`config.mk`:
```
export PLATFORM = sky130hd
export DESIGN_NAME = crc16_addressed_frame_receiver_top_flat
export DESIGN_NICKNAME = d
export VERILOG_FILES = /design/src/rtl/core/crcfr_pkg.sv /design/src/rtl/core/crcfr_ifs.sv /design/src/rtl/core/crc16_addressed_frame_receiver_top.sv /design/src/flat_wrapper.sv
export SDC_FILE = /design/constraint.sdc
export NUM_CORES = 1
export LEC_CHECK = 0
export ABC_AREA = 1
export ABC_CLOCK_PERIOD_IN_PS = 4000
export BUFFER_PORTS_ARGS = -buffer_cell sky130_fd_sc_hd__buf_2
export CORE_UTILIZATION = 57
export CTS_BUF_LIST = sky130_fd_sc_hd__clkbuf_4
export CTS_CLUSTER_DIAMETER = 50
export DETAILED_ROUTE_END_ITERATION = 7
export PLACE_DENSITY = 0.82
export SLEW_MARGIN = 20
export SYNTH_ARGS = -nofsm -noshare
export SYNTH_HDL_FRONTEND = slang
export SYNTH_SLANG_ARGS = --single-unit
```
`constraint.sdc`:
```
create_clock -name clk -period 4 [get_ports clk]
set_input_delay 1 -clock clk [delete_from_list [all_inputs] [get_ports clk]]
set_output_delay 1 -clock clk [all_outputs]
set_load 0.05 [all_outputs]
```
`src/rtl/core/crcfr_pkg.sv`:
```
package crcfr_pkg;

	localparam int unsigned BYTE_W   = 8;
	localparam int unsigned CRC_W    = 16;
	localparam int unsigned NUM_CODES = 5;
	localparam int unsigned CODES_W  = NUM_CODES * BYTE_W;
	localparam int unsigned APB_DW   = 64;
	localparam int unsigned APB_AW   = 6;

	localparam logic [CRC_W-1:0] CRC_INIT = 16'hFFFF;
	localparam logic [CRC_W-1:0] CRC_POLY = 16'hA001;

	// register index, taken from paddr[5:3]
	typedef enum logic [2:0] {
		REG_SYNC     = 3'd0,
		REG_LOCAL    = 3'd1,
		REG_SRC_A    = 3'd2,
		REG_SRC_B    = 3'd3,
		REG_FN_CODES = 3'd4
	} reg_idx_t;

	typedef enum logic [2:0] {
		PH_HEADER   = 3'd0,
		PH_SOURCE   = 3'd1,
		PH_TARGET   = 3'd2,
		PH_FUNCTION = 3'd3,
		PH_DADDR    = 3'd4,
		PH_DATA     = 3'd5,
		PH_CRC      = 3'd6,
		PH_RECOVER  = 3'd7
	} phase_t;

	// CRC-16/Modbus, one byte, LSB first
	function automatic logic [CRC_W-1:0] crc_update(input logic [CRC_W-1:0] crc,
	                                                input logic [BYTE_W-1:0] b);
		logic [CRC_W-1:0] c;
		c = crc ^ {{(CRC_W-BYTE_W){1'b0}}, b};
		for (int i = 0; i < BYTE_W; i++) begin
			if (c[0]) begin
				c = (c >> 1) ^ CRC_POLY;
			end else begin
				c = c >> 1;
			end
		end
		return c;
	endfunction

endpackage

```
`src/rtl/core/crcfr_ifs.sv`:
```
interface crcfr_rx_if;
	import crcfr_pkg::*;

	logic              valid;
	logic              ready;
	logic [BYTE_W-1:0] rx_byte;

	modport source (output valid, output rx_byte, input ready);
	modport sink   (input valid, input rx_byte, output ready);
endinterface

interface crcfr_res_if;
	import crcfr_pkg::*;

	logic              valid;
	logic              ready;
	logic [BYTE_W-1:0] source_address;
	logic [BYTE_W-1:0] function_code;
	logic [BYTE_W-1:0] data_address;
	logic [BYTE_W-1:0] data_value;
	logic              has_data;
	logic              crc_ok;

	modport source (output valid, output source_address, output function_code,
	                output data_address, output data_value, output has_data,
	                output crc_ok, input ready);
	modport sink   (input valid, input source_address, input function_code,
	                input data_address, input data_value, input has_data,
	                input crc_ok, output ready);
endinterface

```
`src/rtl/core/crc16_addressed_frame_receiver_top.sv`:
```
// Addressed frame receiver with CRC-16/Modbus check.
// rx_chan (valid/ready) takes one received byte per transaction. The block
// hunts for frames: sync, source, target, function, data address, optional
// data byte, then the CRC (low byte first) over all earlier frame bytes.
// res_chan carries one transaction per completed frame with its fields,
// has_data and crc_ok; frames with a bad source or target give nothing.
// Configuration goes through the APB port: 64-bit data, register i at byte
// address 8*i (sync, local address, source A, source B, packed function
// codes). Writes are meant to happen while the block is idle.
// A byte in the input register is parsed when the result register has room; a
// frame's result is valid right after the edge that parses its last CRC byte.
// Throughput: one byte per cycle unless res_chan stalls. The input register
// feeds the parser and the result register through compare/CRC logic.
// Stall: while res_chan holds a result that is not taken, the parser pauses
// on the byte in the input register; if it is full, rx_chan.ready drops
// combinationally with res_chan.ready until the result is taken.
// Reset (arst_n low): configuration registers clear to zero, parser hunts
// for a header, running CRC returns to 0xFFFF, no results pending.
module crc16_addressed_frame_receiver_top (
	input  logic                         clk,
	input  logic                         arst_n,
	crcfr_rx_if.sink                     rx_chan,
	crcfr_res_if.source                  res_chan,
	input  logic                         psel,
	input  logic                         penable,
	input  logic                         pwrite,
	input  logic [crcfr_pkg::APB_AW-1:0] paddr,
	input  logic [crcfr_pkg::APB_DW-1:0] pwdata,
	output logic [crcfr_pkg::APB_DW-1:0] prdata,
	output logic                         pready
);
	import crcfr_pkg::*;

	// configuration registers
	logic [BYTE_W-1:0]  sync_byte_q;
	logic [BYTE_W-1:0]  local_address_q;
	logic [BYTE_W-1:0]  source_a_q;
	logic [BYTE_W-1:0]  source_b_q;
	logic [CODES_W-1:0] fn_codes_q;

	logic     cfg_wr;
	reg_idx_t cfg_idx;

	assign pready  = 1'b1;
	assign cfg_wr  = psel & penable & pwrite;
	assign cfg_idx = reg_idx_t'(paddr[APB_AW-1:3]);

	always_ff @(posedge clk or negedge arst_n) begin
		if (!arst_n) begin
			sync_byte_q     <= '0;
			local_address_q <= '0;
			source_a_q      <= '0;
			source_b_q      <= '0;
			fn_codes_q      <= '0;
		end else if (cfg_wr) begin
			unique case (cfg_idx)
				REG_SYNC:     sync_byte_q     <= pwdata[BYTE_W-1:0];
				REG_LOCAL:    local_address_q <= pwdata[BYTE_W-1:0];
				REG_SRC_A:    source_a_q      <= pwdata[BYTE_W-1:0];
				REG_SRC_B:    source_b_q      <= pwdata[BYTE_W-1:0];
				REG_FN_CODES: fn_codes_q      <= pwdata[CODES_W-1:0];
				default: ;
			endcase
		end
	end

	always_comb begin
		unique case (cfg_idx)
			REG_SYNC:     prdata = {{(APB_DW-BYTE_W){1'b0}}, sync_byte_q};
			REG_LOCAL:    prdata = {{(APB_DW-BYTE_W){1'b0}}, local_address_q};
			REG_SRC_A:    prdata = {{(APB_DW-BYTE_W){1'b0}}, source_a_q};
			REG_SRC_B:    prdata = {{(APB_DW-BYTE_W){1'b0}}, source_b_q};
			REG_FN_CODES: prdata = {{(APB_DW-CODES_W){1'b0}}, fn_codes_q};
			default:      prdata = '0;
		endcase
	end

	// input register
	logic              valid_s1;
	logic [BYTE_W-1:0] rx_s1;
	logic              proc_en;
	logic              out_valid_q;

	// parse the held byte only when the result register has room
	assign proc_en       = valid_s1 & (~out_valid_q | res_chan.ready);
	assign rx_chan.ready = ~valid_s1 | proc_en;

	always_ff @(posedge clk or negedge arst_n) begin
		if (!arst_n) begin
			valid_s1 <= 1'b0;
		end else if (rx_chan.ready) begin
			valid_s1 <= rx_chan.valid;
		end
	end

	always_ff @(posedge clk) begin
		if (rx_chan.valid && rx_chan.ready) begin
			rx_s1 <= rx_chan.rx_byte;
		end
	end

	// parser state
	phase_t            phase_q, phase_d;
	logic [CRC_W-1:0]  crc_q, crc_d;
	logic [BYTE_W-1:0] rcv_lo_q, rcv_lo_d;   // first CRC byte of the frame
	logic              seen_q, seen_d;
	logic              needs_q, needs_d;
	logic [BYTE_W-1:0] src_q, src_d;
	logic [BYTE_W-1:0] fn_q, fn_d;
	logic [BYTE_W-1:0] daddr_q, daddr_d;
	logic [BYTE_W-1:0] data_q, data_d;

	logic is_sync, src_hit, tgt_hit, code_hit, crc_match;

	assign is_sync   = (rx_s1 == sync_byte_q);
	assign src_hit   = (rx_s1 == source_a_q) || (rx_s1 == source_b_q);
	assign tgt_hit   = (rx_s1 == local_address_q);
	assign crc_match = ({rx_s1, rcv_lo_q} == crc_q);

	always_comb begin
		code_hit = 1'b0;
		for (int k = 0; k < NUM_CODES; k++) begin
			if (fn_codes_q[k*BYTE_W +: BYTE_W] == rx_s1) begin
				code_hit = 1'b1;
			end
		end
	end

	// next state
	always_comb begin
		phase_d  = phase_q;
		crc_d    = crc_q;
		rcv_lo_d = rcv_lo_q;
		seen_d   = seen_q;
		needs_d  = needs_q;
		src_d    = src_q;
		fn_d     = fn_q;
		daddr_d  = daddr_q;
		data_d   = data_q;
		unique case (phase_q)
			PH_HEADER, PH_RECOVER: begin
				if (is_sync) begin
					crc_d   = crc_update(CRC_INIT, rx_s1);
					seen_d  = 1'b0;
					phase_d = PH_SOURCE;
				end
			end
			PH_SOURCE: begin
				if (src_hit) begin
					src_d   = rx_s1;
					crc_d   = crc_update(crc_q, rx_s1);
					phase_d = PH_TARGET;
				end else if (is_sync) begin
					crc_d   = crc_update(CRC_INIT, rx_s1);
					seen_d  = 1'b0;
					phase_d = PH_SOURCE;
				end else begin
					phase_d = PH_HEADER;
				end
			end
			PH_TARGET: begin
				if (tgt_hit) begin
					crc_d   = crc_update(crc_q, rx_s1);
					phase_d = PH_FUNCTION;
				end else if (is_sync) begin
					crc_d   = crc_update(CRC_INIT, rx_s1);
					seen_d  = 1'b0;
					phase_d = PH_SOURCE;
				end else begin
					phase_d = PH_HEADER;
				end
			end
			PH_FUNCTION: begin
				fn_d    = rx_s1;
				needs_d = code_hit;
				crc_d   = crc_update(crc_q, rx_s1);
				phase_d = PH_DADDR;
			end
			PH_DADDR: begin
				daddr_d = rx_s1;
				crc_d   = crc_update(crc_q, rx_s1);
				if (needs_q) begin
					phase_d = PH_DATA;
				end else begin
					data_d  = '0;
					phase_d = PH_CRC;
				end
			end
			PH_DATA: begin
				data_d  = rx_s1;
				crc_d   = crc_update(crc_q, rx_s1);
				phase_d = PH_CRC;
			end
			PH_CRC: begin
				if (!seen_q) begin
					rcv_lo_d = rx_s1;
					seen_d   = 1'b1;
				end else begin
					seen_d   = 1'b0;
					crc_d    = CRC_INIT;
					phase_d  = crc_match ? PH_HEADER : PH_RECOVER;
				end
			end
			default: phase_d = PH_HEADER;
		endcase
	end

	// outputs of the parser: a frame ends on the second CRC byte
	logic res_fire;

	always_comb begin
		res_fire = (phase_q == PH_CRC) && seen_q;
	end

	always_ff @(posedge clk or negedge arst_n) begin
		if (!arst_n) begin
			phase_q  <= PH_HEADER;
			crc_q    <= CRC_INIT;
			rcv_lo_q <= '0;
			seen_q   <= 1'b0;
			needs_q  <= 1'b0;
			src_q    <= '0;
			fn_q     <= '0;
			daddr_q  <= '0;
			data_q   <= '0;
		end else if (proc_en) begin
			phase_q  <= phase_d;
			crc_q    <= crc_d;
			rcv_lo_q <= rcv_lo_d;
			seen_q   <= seen_d;
			needs_q  <= needs_d;
			src_q    <= src_d;
			fn_q     <= fn_d;
			daddr_q  <= daddr_d;
			data_q   <= data_d;
		end
	end

	// result register
	logic [BYTE_W-1:0] res_src_q, res_fn_q, res_daddr_q, res_data_q;
	logic              res_has_q, res_ok_q;

	always_ff @(posedge clk or negedge arst_n) begin
		if (!arst_n) begin
			out_valid_q <= 1'b0;
		end else if (proc_en && res_fire) begin
			out_valid_q <= 1'b1;
		end else if (res_chan.ready) begin
			out_valid_q <= 1'b0;
		end
	end

	always_ff @(posedge clk) begin
		if (proc_en && res_fire) begin
			res_src_q   <= src_q;
			res_fn_q    <= fn_q;
			res_daddr_q <= daddr_q;
			res_data_q  <= needs_q ? data_q : '0;
			res_has_q   <= needs_q;
			res_ok_q    <= crc_match;
		end
	end

	assign res_chan.valid          = out_valid_q;
	assign res_chan.source_address = res_src_q;
	assign res_chan.function_code  = res_fn_q;
	assign res_chan.data_address   = res_daddr_q;
	assign res_chan.data_value     = res_data_q;
	assign res_chan.has_data       = res_has_q;
	assign res_chan.crc_ok         = res_ok_q;

endmodule

```
`src/flat_wrapper.sv`:
```
// flat-port wrapper written by rule: the top's interface ports become plain ports
module crc16_addressed_frame_receiver_top_flat import crcfr_pkg::*;
  (clk, arst_n, psel, penable, pwrite, paddr, pwdata, prdata, pready, rx_chan_valid, rx_chan_rx_byte, rx_chan_ready, res_chan_valid, res_chan_source_address, res_chan_function_code, res_chan_data_address, res_chan_data_value, res_chan_has_data, res_chan_crc_ok, res_chan_ready);
  crcfr_rx_if rx_chan_i ();
  crcfr_res_if res_chan_i ();
  input  logic clk;
  input  logic arst_n;
  input  logic psel;
  input  logic penable;
  input  logic pwrite;
  input  logic [crcfr_pkg::APB_AW-1:0] paddr;
  input  logic [crcfr_pkg::APB_DW-1:0] pwdata;
  output logic [crcfr_pkg::APB_DW-1:0] prdata;
  output logic pready;
  input wire logic [$bits(rx_chan_i.valid)-1:0] rx_chan_valid;
  input wire logic [$bits(rx_chan_i.rx_byte)-1:0] rx_chan_rx_byte;
  output wire logic [$bits(rx_chan_i.ready)-1:0] rx_chan_ready;
  output wire logic [$bits(res_chan_i.valid)-1:0] res_chan_valid;
  output wire logic [$bits(res_chan_i.source_address)-1:0] res_chan_source_address;
  output wire logic [$bits(res_chan_i.function_code)-1:0] res_chan_function_code;
  output wire logic [$bits(res_chan_i.data_address)-1:0] res_chan_data_address;
  output wire logic [$bits(res_chan_i.data_value)-1:0] res_chan_data_value;
  output wire logic [$bits(res_chan_i.has_data)-1:0] res_chan_has_data;
  output wire logic [$bits(res_chan_i.crc_ok)-1:0] res_chan_crc_ok;
  input wire logic [$bits(res_chan_i.ready)-1:0] res_chan_ready;
  assign rx_chan_i.valid = rx_chan_valid;
  assign rx_chan_i.rx_byte = rx_chan_rx_byte;
  assign rx_chan_ready = rx_chan_i.ready;
  assign res_chan_valid = res_chan_i.valid;
  assign res_chan_source_address = res_chan_i.source_address;
  assign res_chan_function_code = res_chan_i.function_code;
  assign res_chan_data_address = res_chan_i.data_address;
  assign res_chan_data_value = res_chan_i.data_value;
  assign res_chan_has_data = res_chan_i.has_data;
  assign res_chan_crc_ok = res_chan_i.crc_ok;
  assign res_chan_i.ready = res_chan_ready;
  crc16_addressed_frame_receiver_top u_core (.clk(clk), .arst_n(arst_n), .rx_chan(rx_chan_i), .res_chan(res_chan_i), .psel(psel), .penable(penable), .pwrite(pwrite), .paddr(paddr), .pwdata(pwdata), .prdata(prdata), .pready(pready));
endmodule
```
# Word level (Yosys, flattened, before mapping)
# Cells that the tools add are included.
# W data, S select, Z words.
[word_totals]
regBits = 177
out_inout_bits = 101
in_bits = 85
wordCells = 332
[op_classes]
eq_ne = 27
bitwise_logic = 68
n_reduce_logical = 23
mux = 191
[ops]
columns = ["op", "n"]
rows = [
  ["$mux W16", 167],
  ["$pmux W40 S5", 1],
  ["$not A2 Y3", 58],
  ["$pmux W16 S7", 1],
  ["$eq A8 B8 Y1", 9],
  ["$pmux W3 S7", 1],
  ["$eq A16 B16 Y1", 1],
  ["$not A8 Y16", 1],
  ["$pmux W8 S2", 1],
  ["$reduce_and A2 Y1", 8],
  ["$xor A16 B8 Y16", 1],
  ["$eq A3 B3 Y1 const B", 5],
  ["$mux W3", 5],
  ["$eq A3 B2 Y1 const B", 4],
  ["$mux W1", 12],
  ["$reduce_and A3 Y1", 3],
  ["$mux W8", 1],
  ["$eq A3 B1 Y1 const B", 2],
  ["$logic_not A3 Y1", 2],
  ["$ne A3 B1 Y1 const B", 2],
  ["$reduce_and A5 Y1", 1],
  ["$ne A2 B1 Y1 const B", 2],
  ["$ne A2 B2 Y1 const B", 2],
  ["$pmux W1 S4", 1],
  ["other kinds (10)", 18],
]

# Logic depth before layout (Yosys ltp)
[logic_depth]
ltp_word = 41
mapped_depth = 18
depth_no_buf = 16

# Worst setup path before layout
# Ideal clock, no wire load.
[synth_timing]
kind = "input to register"
startpoint = "input res_chan_ready"
endpoint = "register u_core.res_ok_q, in the netlist u_core.res_chan.crc_ok (enable)"
path_stages = 5
arrival_time_ns = 3.107
path_buffers = 1
required_ns = 3.575
setup_ns = 0.425
setup_slack_ns = 0.468
cell_sequence = "inv_1 > a21oi_1 > clkbuf_1 > nand2_1 > nor2_1"
[synth_via]
elab_chain_len = 3
[synth_rtl]
columns = ["element", "line", "rtl"]
rows = [
  ["start, declared", "flat_wrapper.sv:25", "input wire logic [$bits(res_chan_i.ready)-1:0] res_chan_ready;"],
  ["$or A1 B1 Y1", "crc16_addressed_frame_receiver_top.sv:85", "assign proc_en = valid_s1 & (~out_valid_q | res_chan.ready);"],
  ["$and A1 B1 Y1", "crc16_addressed_frame_receiver_top.sv:85", ""],
  ["$logic_and A1 B1 Y1", "crc16_addressed_frame_receiver_top.sv:254", "if (proc_en && res_fire) begin"],
  ["end signal, assigned", "crc16_addressed_frame_receiver_top.sv:260", "res_ok_q <= crc_match;"],
  ["end, declared", "crc16_addressed_frame_receiver_top.sv:241", "logic res_has_q, res_ok_q;"],
]
# No other way between the ends.
# A chain may end at the register's enable or synchronous reset.

# Worst setup path after layout
[layout_timing]
startpoint = "input paddr[5] (netlist bit)"
endpoint = "output prdata[7] (netlist bit)"
[layout_via]
elab_chain_len = 2
elab_cells_between_ends = 6
classes_between = "eq/ne: 4; mux: 1; reduce/logical: 1"
[layout_rtl]
columns = ["element", "line", "rtl"]
rows = [
  ["start, declared", "flat_wrapper.sv:11", "input logic [crcfr_pkg::APB_AW-1:0] paddr;"],
  ["$eq A3 B3 Y1 (tied with other cells)", "crc16_addressed_frame_receiver_top.sv:68", "unique case (cfg_idx)"],
  ["$pmux W40 S5 (*)", "crc16_addressed_frame_receiver_top.sv:68", ""],
  ["end, declared", "flat_wrapper.sv:13", "output logic [crcfr_pkg::APB_DW-1:0] prdata;"],
]
# Every way passes the cells marked *; elsewhere a longest branch is shown, timed or not.

==> impl_results.md <==
* Storage cell area at 4660 sq um
* CTS buffer count at 17
* Crit path depth at 5
* CP peak stage delay at 0.61 ns
* Post-Place Cell Area at 9840 sq um
* Vias per cell at 5.37
* Maxcap violations at 0
* Final GP Congestion at 0.943
* Sw Share at 42.6%
* Final wirelength at 21800 um
* Biggest regs: u_core.fn_codes_q x40, u_core.crc_q x16
* Internal cell power at 3570 uW
* Gate Count Post-Synth at 1074
* FF-to-FF setup slack at 0.99 ns
* Buf/Inv on CP at 2
* CTS root buf: clkbuf_4
* Vias in the first global route at 6944
* Cell mode on critical path: buf_2
* Worst Path Arrival at 2.43 ns
* Clock-pin slew on the worst setup and hold paths at 0.15 ns
* Die Span Y at 128 um
* Via count at 7619
* Crit-path cells: buf_2, nor3_2, a221oi_1, o21ai_0, buf_2
* Cell Pwr Density at 611 nW/um^2
* Design Area, Final at 10100 sq um
* Gr usage total at 28.0%
* Clock share of power at 16.7%
* Unrepaired setup endpoints after global routing: no
* Final Cycle Share at 85.7%
* Wire length per cell at 15.3 um
* DRC Markers at 0
* Antenna-violating nets left at 0
* #FFs+latches synth at 177
* Max Fclk at 292 MHz
* Post-synth cell types at 43
* Input/output buffers at 133
* CTS tree: done
* Critical path class: input port to output port
* Critical path launch point: paddr[5]
* Critical Path Sink: prdata[7]
* Synth async-reset ratio at 76.3%
* Total power at 6210 uW
* Area Growth Syn to Fin at 11.4%
* Worst-skew pair later-pin latency at 0.61 ns
* Register area share after synthesis at 51.2%
* Multi-input logic area at 3680 sq um
* Post-synth top flop: dfrtp_1
* Core box area at 15400 sq um
* Startpoint Class: input port
* Seq pwr share at 44.9%
* Die X at 128 um
* Initial antenna violation count at 1
* Critical path peak fanout at 9
* Clock sink count at 177
* Status: completed
* Max_slew headroom at 36.4%
* Non-filler cells, final at 1419
* Starting density of the core at 59.3%
* H-tree Lvls at 4
* Actual slew at the worst max-slew pin at 0.951 ns
* Die area at 16500 sq um
* Row count at 45
* # placed instances at 1386
* Reg-to-Reg Start: u_core.rx_s1[0]
* Largest reg by FF count: u_core.fn_codes_q
* Setup TNS at 0 ns
* Fillers at 1248
* Crit path max-delay family: simple AND/OR/NAND/NOR gates
* YS warnings at 0
* Hold buffer count at cts at 0
* Skew final at 0.0212 ns
* Post-CTS Resized at 0
* Max FFs per register at 40
* Syn avg cell area at 8.48 sq um
* Slowest library cell on the worst path: nor3_2
* Final #Nets at 1279
* Comb pwr share at 38.4%
* Worst hold path type: input port to asynchronous set/reset pin
* Pin count of the biggest net entering global routing at 136
* Total gr overflow at 0
* Crit path time final at 3.43 ns
* Post-CTS Setup Bufs at 0
* First-pass GRT wire length at 35100 um
* DRT iter0 DRCs at 660
* Share of layout cells above drive strength 1 at 20.1%
* HPWL Detailed at 15200 um
* Max Root-Sink Buffers at 2
* I/O pin cnt at 186
* Leak pwr at 0.00491 uW
* Peak supply drop at 363 uV
* Post-synth EDFFs at 42
* CP required at 3.00 ns
* Final Setup Violations at 0
* Crit path capture type: output port
* Drt pass-1 iters at 5
* Reg2reg path depth at 12
* Worst reg2reg path endpoint: u_core.crc_q[4]
* Fin Hold WS at 0.450 ns
* Psw at 2640 uW
* Syn Std Cell Area at 9110 sq um
* Final hold violation count at 0
* Final slew viol count at 0
## worst min-delay path by stage
| stage | start | to | depth (start not counted) | slack (ns) |
|---|---|---|---|---|
| 2_1_floorplan | u_core.daddr_q[0] | u_core.res_chan.data_address[0] | 0 | 0.43 |
| 3_3_place_gp | u_core.fn_q[2] | u_core.res_chan.function_code[2] | 0 | 0.43 |
| 3_5_place_dp | u_core.daddr_q[0] | u_core.res_chan.data_address[0] | 0 | 0.44 |
| 4_1_cts | u_core.src_q[6] | u_core.res_chan.source_address[6] | 0 | 0.47 |
| 5_1_grt | arst_n | u_core.fn_codes_q[21] | 2 | 0.46 |
| 6_report | arst_n | u_core.fn_codes_q[21] | 2 | 0.45 |
## stage by stage
stage	worst slack, ns	util (%)
after CTS	0.635	66.0
after global placement	0.619	64.0
after detailed placement	0.634	64.0
after floorplan	0.468	-
final	0.571	66.0
after global routing	0.486	66.0
## layer usage
layer	part of all wire [%]	GRT usage, %
met2	47	45.2
met3	7.9	5.53
met1	43	37.9
met5	0	0
met4	2.3	9.90
## kinds of logic (layout without fill, tap and decap cells)
kind of cell              count (synthesis)  count (layout)  synth area share, %
xor gates and xnor gates                 67              67                 6.44
muxes                                     5               5                0.618
DFF                                     177             177                 51.2
AOI/OAI and AO/OA                       196             196                 11.8
and+or+nand+nor                         440             440                 20.4
other                                     2              26               0.0824
buffers and inverters                   187             297                 9.53
## power groups by stage
stage	clock [uW]	combinational (uW)	sequential (uW)
after floorplan	0	1900	2750
after global placement	0	2290	2790
after detailed placement	0	2360	2820
after CTS	1040	2370	2780
after global routing	1110	2690	2850
final	1040	2380	2790
## synth_stat cells, drive strengths merged, types with 3 or more instances
library cell	count	area share (%)
a221oi	8	0.77
o22ai	5	0.34
o21ai	136	7.5
clkbuf	25	1.0
a21oi	40	2.6
nor2	79	3.6
o2111ai	3	0.29
buf	46	3.6
nand2	298	12
xor2	35	3.4
nor3	12	0.89
nand3	19	1.0
dfstp	16	4.6
or2	6	0.41
xnor2	32	3.1
edfxtp	42	14
nor4	6	0.41
dfrtp	119	33
mux2	5	0.62
inv	116	4.9
nand4	18	1.4
## layout make-up
type,instances,area share [%]
Antenna cell,1,0.0247
Clock buffer,18,1.33
Inverter,116,4.36
Clock inverter,14,1.65
Multi-Input combinational cell,733,36.2
Sequential cell,177,45.9
Timing Repair Buffer,149,7.89
Tap cell,211,2.60
## layout by cell type (no fill, tap or decap), drive strengths merged, types with 2 or more instances in the layout
cell type  netlist  final
and2             2      2
buf             46    149
o21ai          136    136
clkbuf          25     18
xnor2           32     32
o2111ai          3      3
nor3            12     12
xor2            35     35
edfxtp          42     42
nor2            79     79
dfrtp          119    119
nand2          298    298
or2              6      6
mux2             5      5
a21oi           40     40
clkinv           0      6
nand3           19     19
conb             2     25
dfstp           16     16
inv            116    122
o22ai            5      5
a221oi           8      8
a31oi            2      2
nor4             6      6
nand4           18     18
Power figures use the tool's default switching activity.
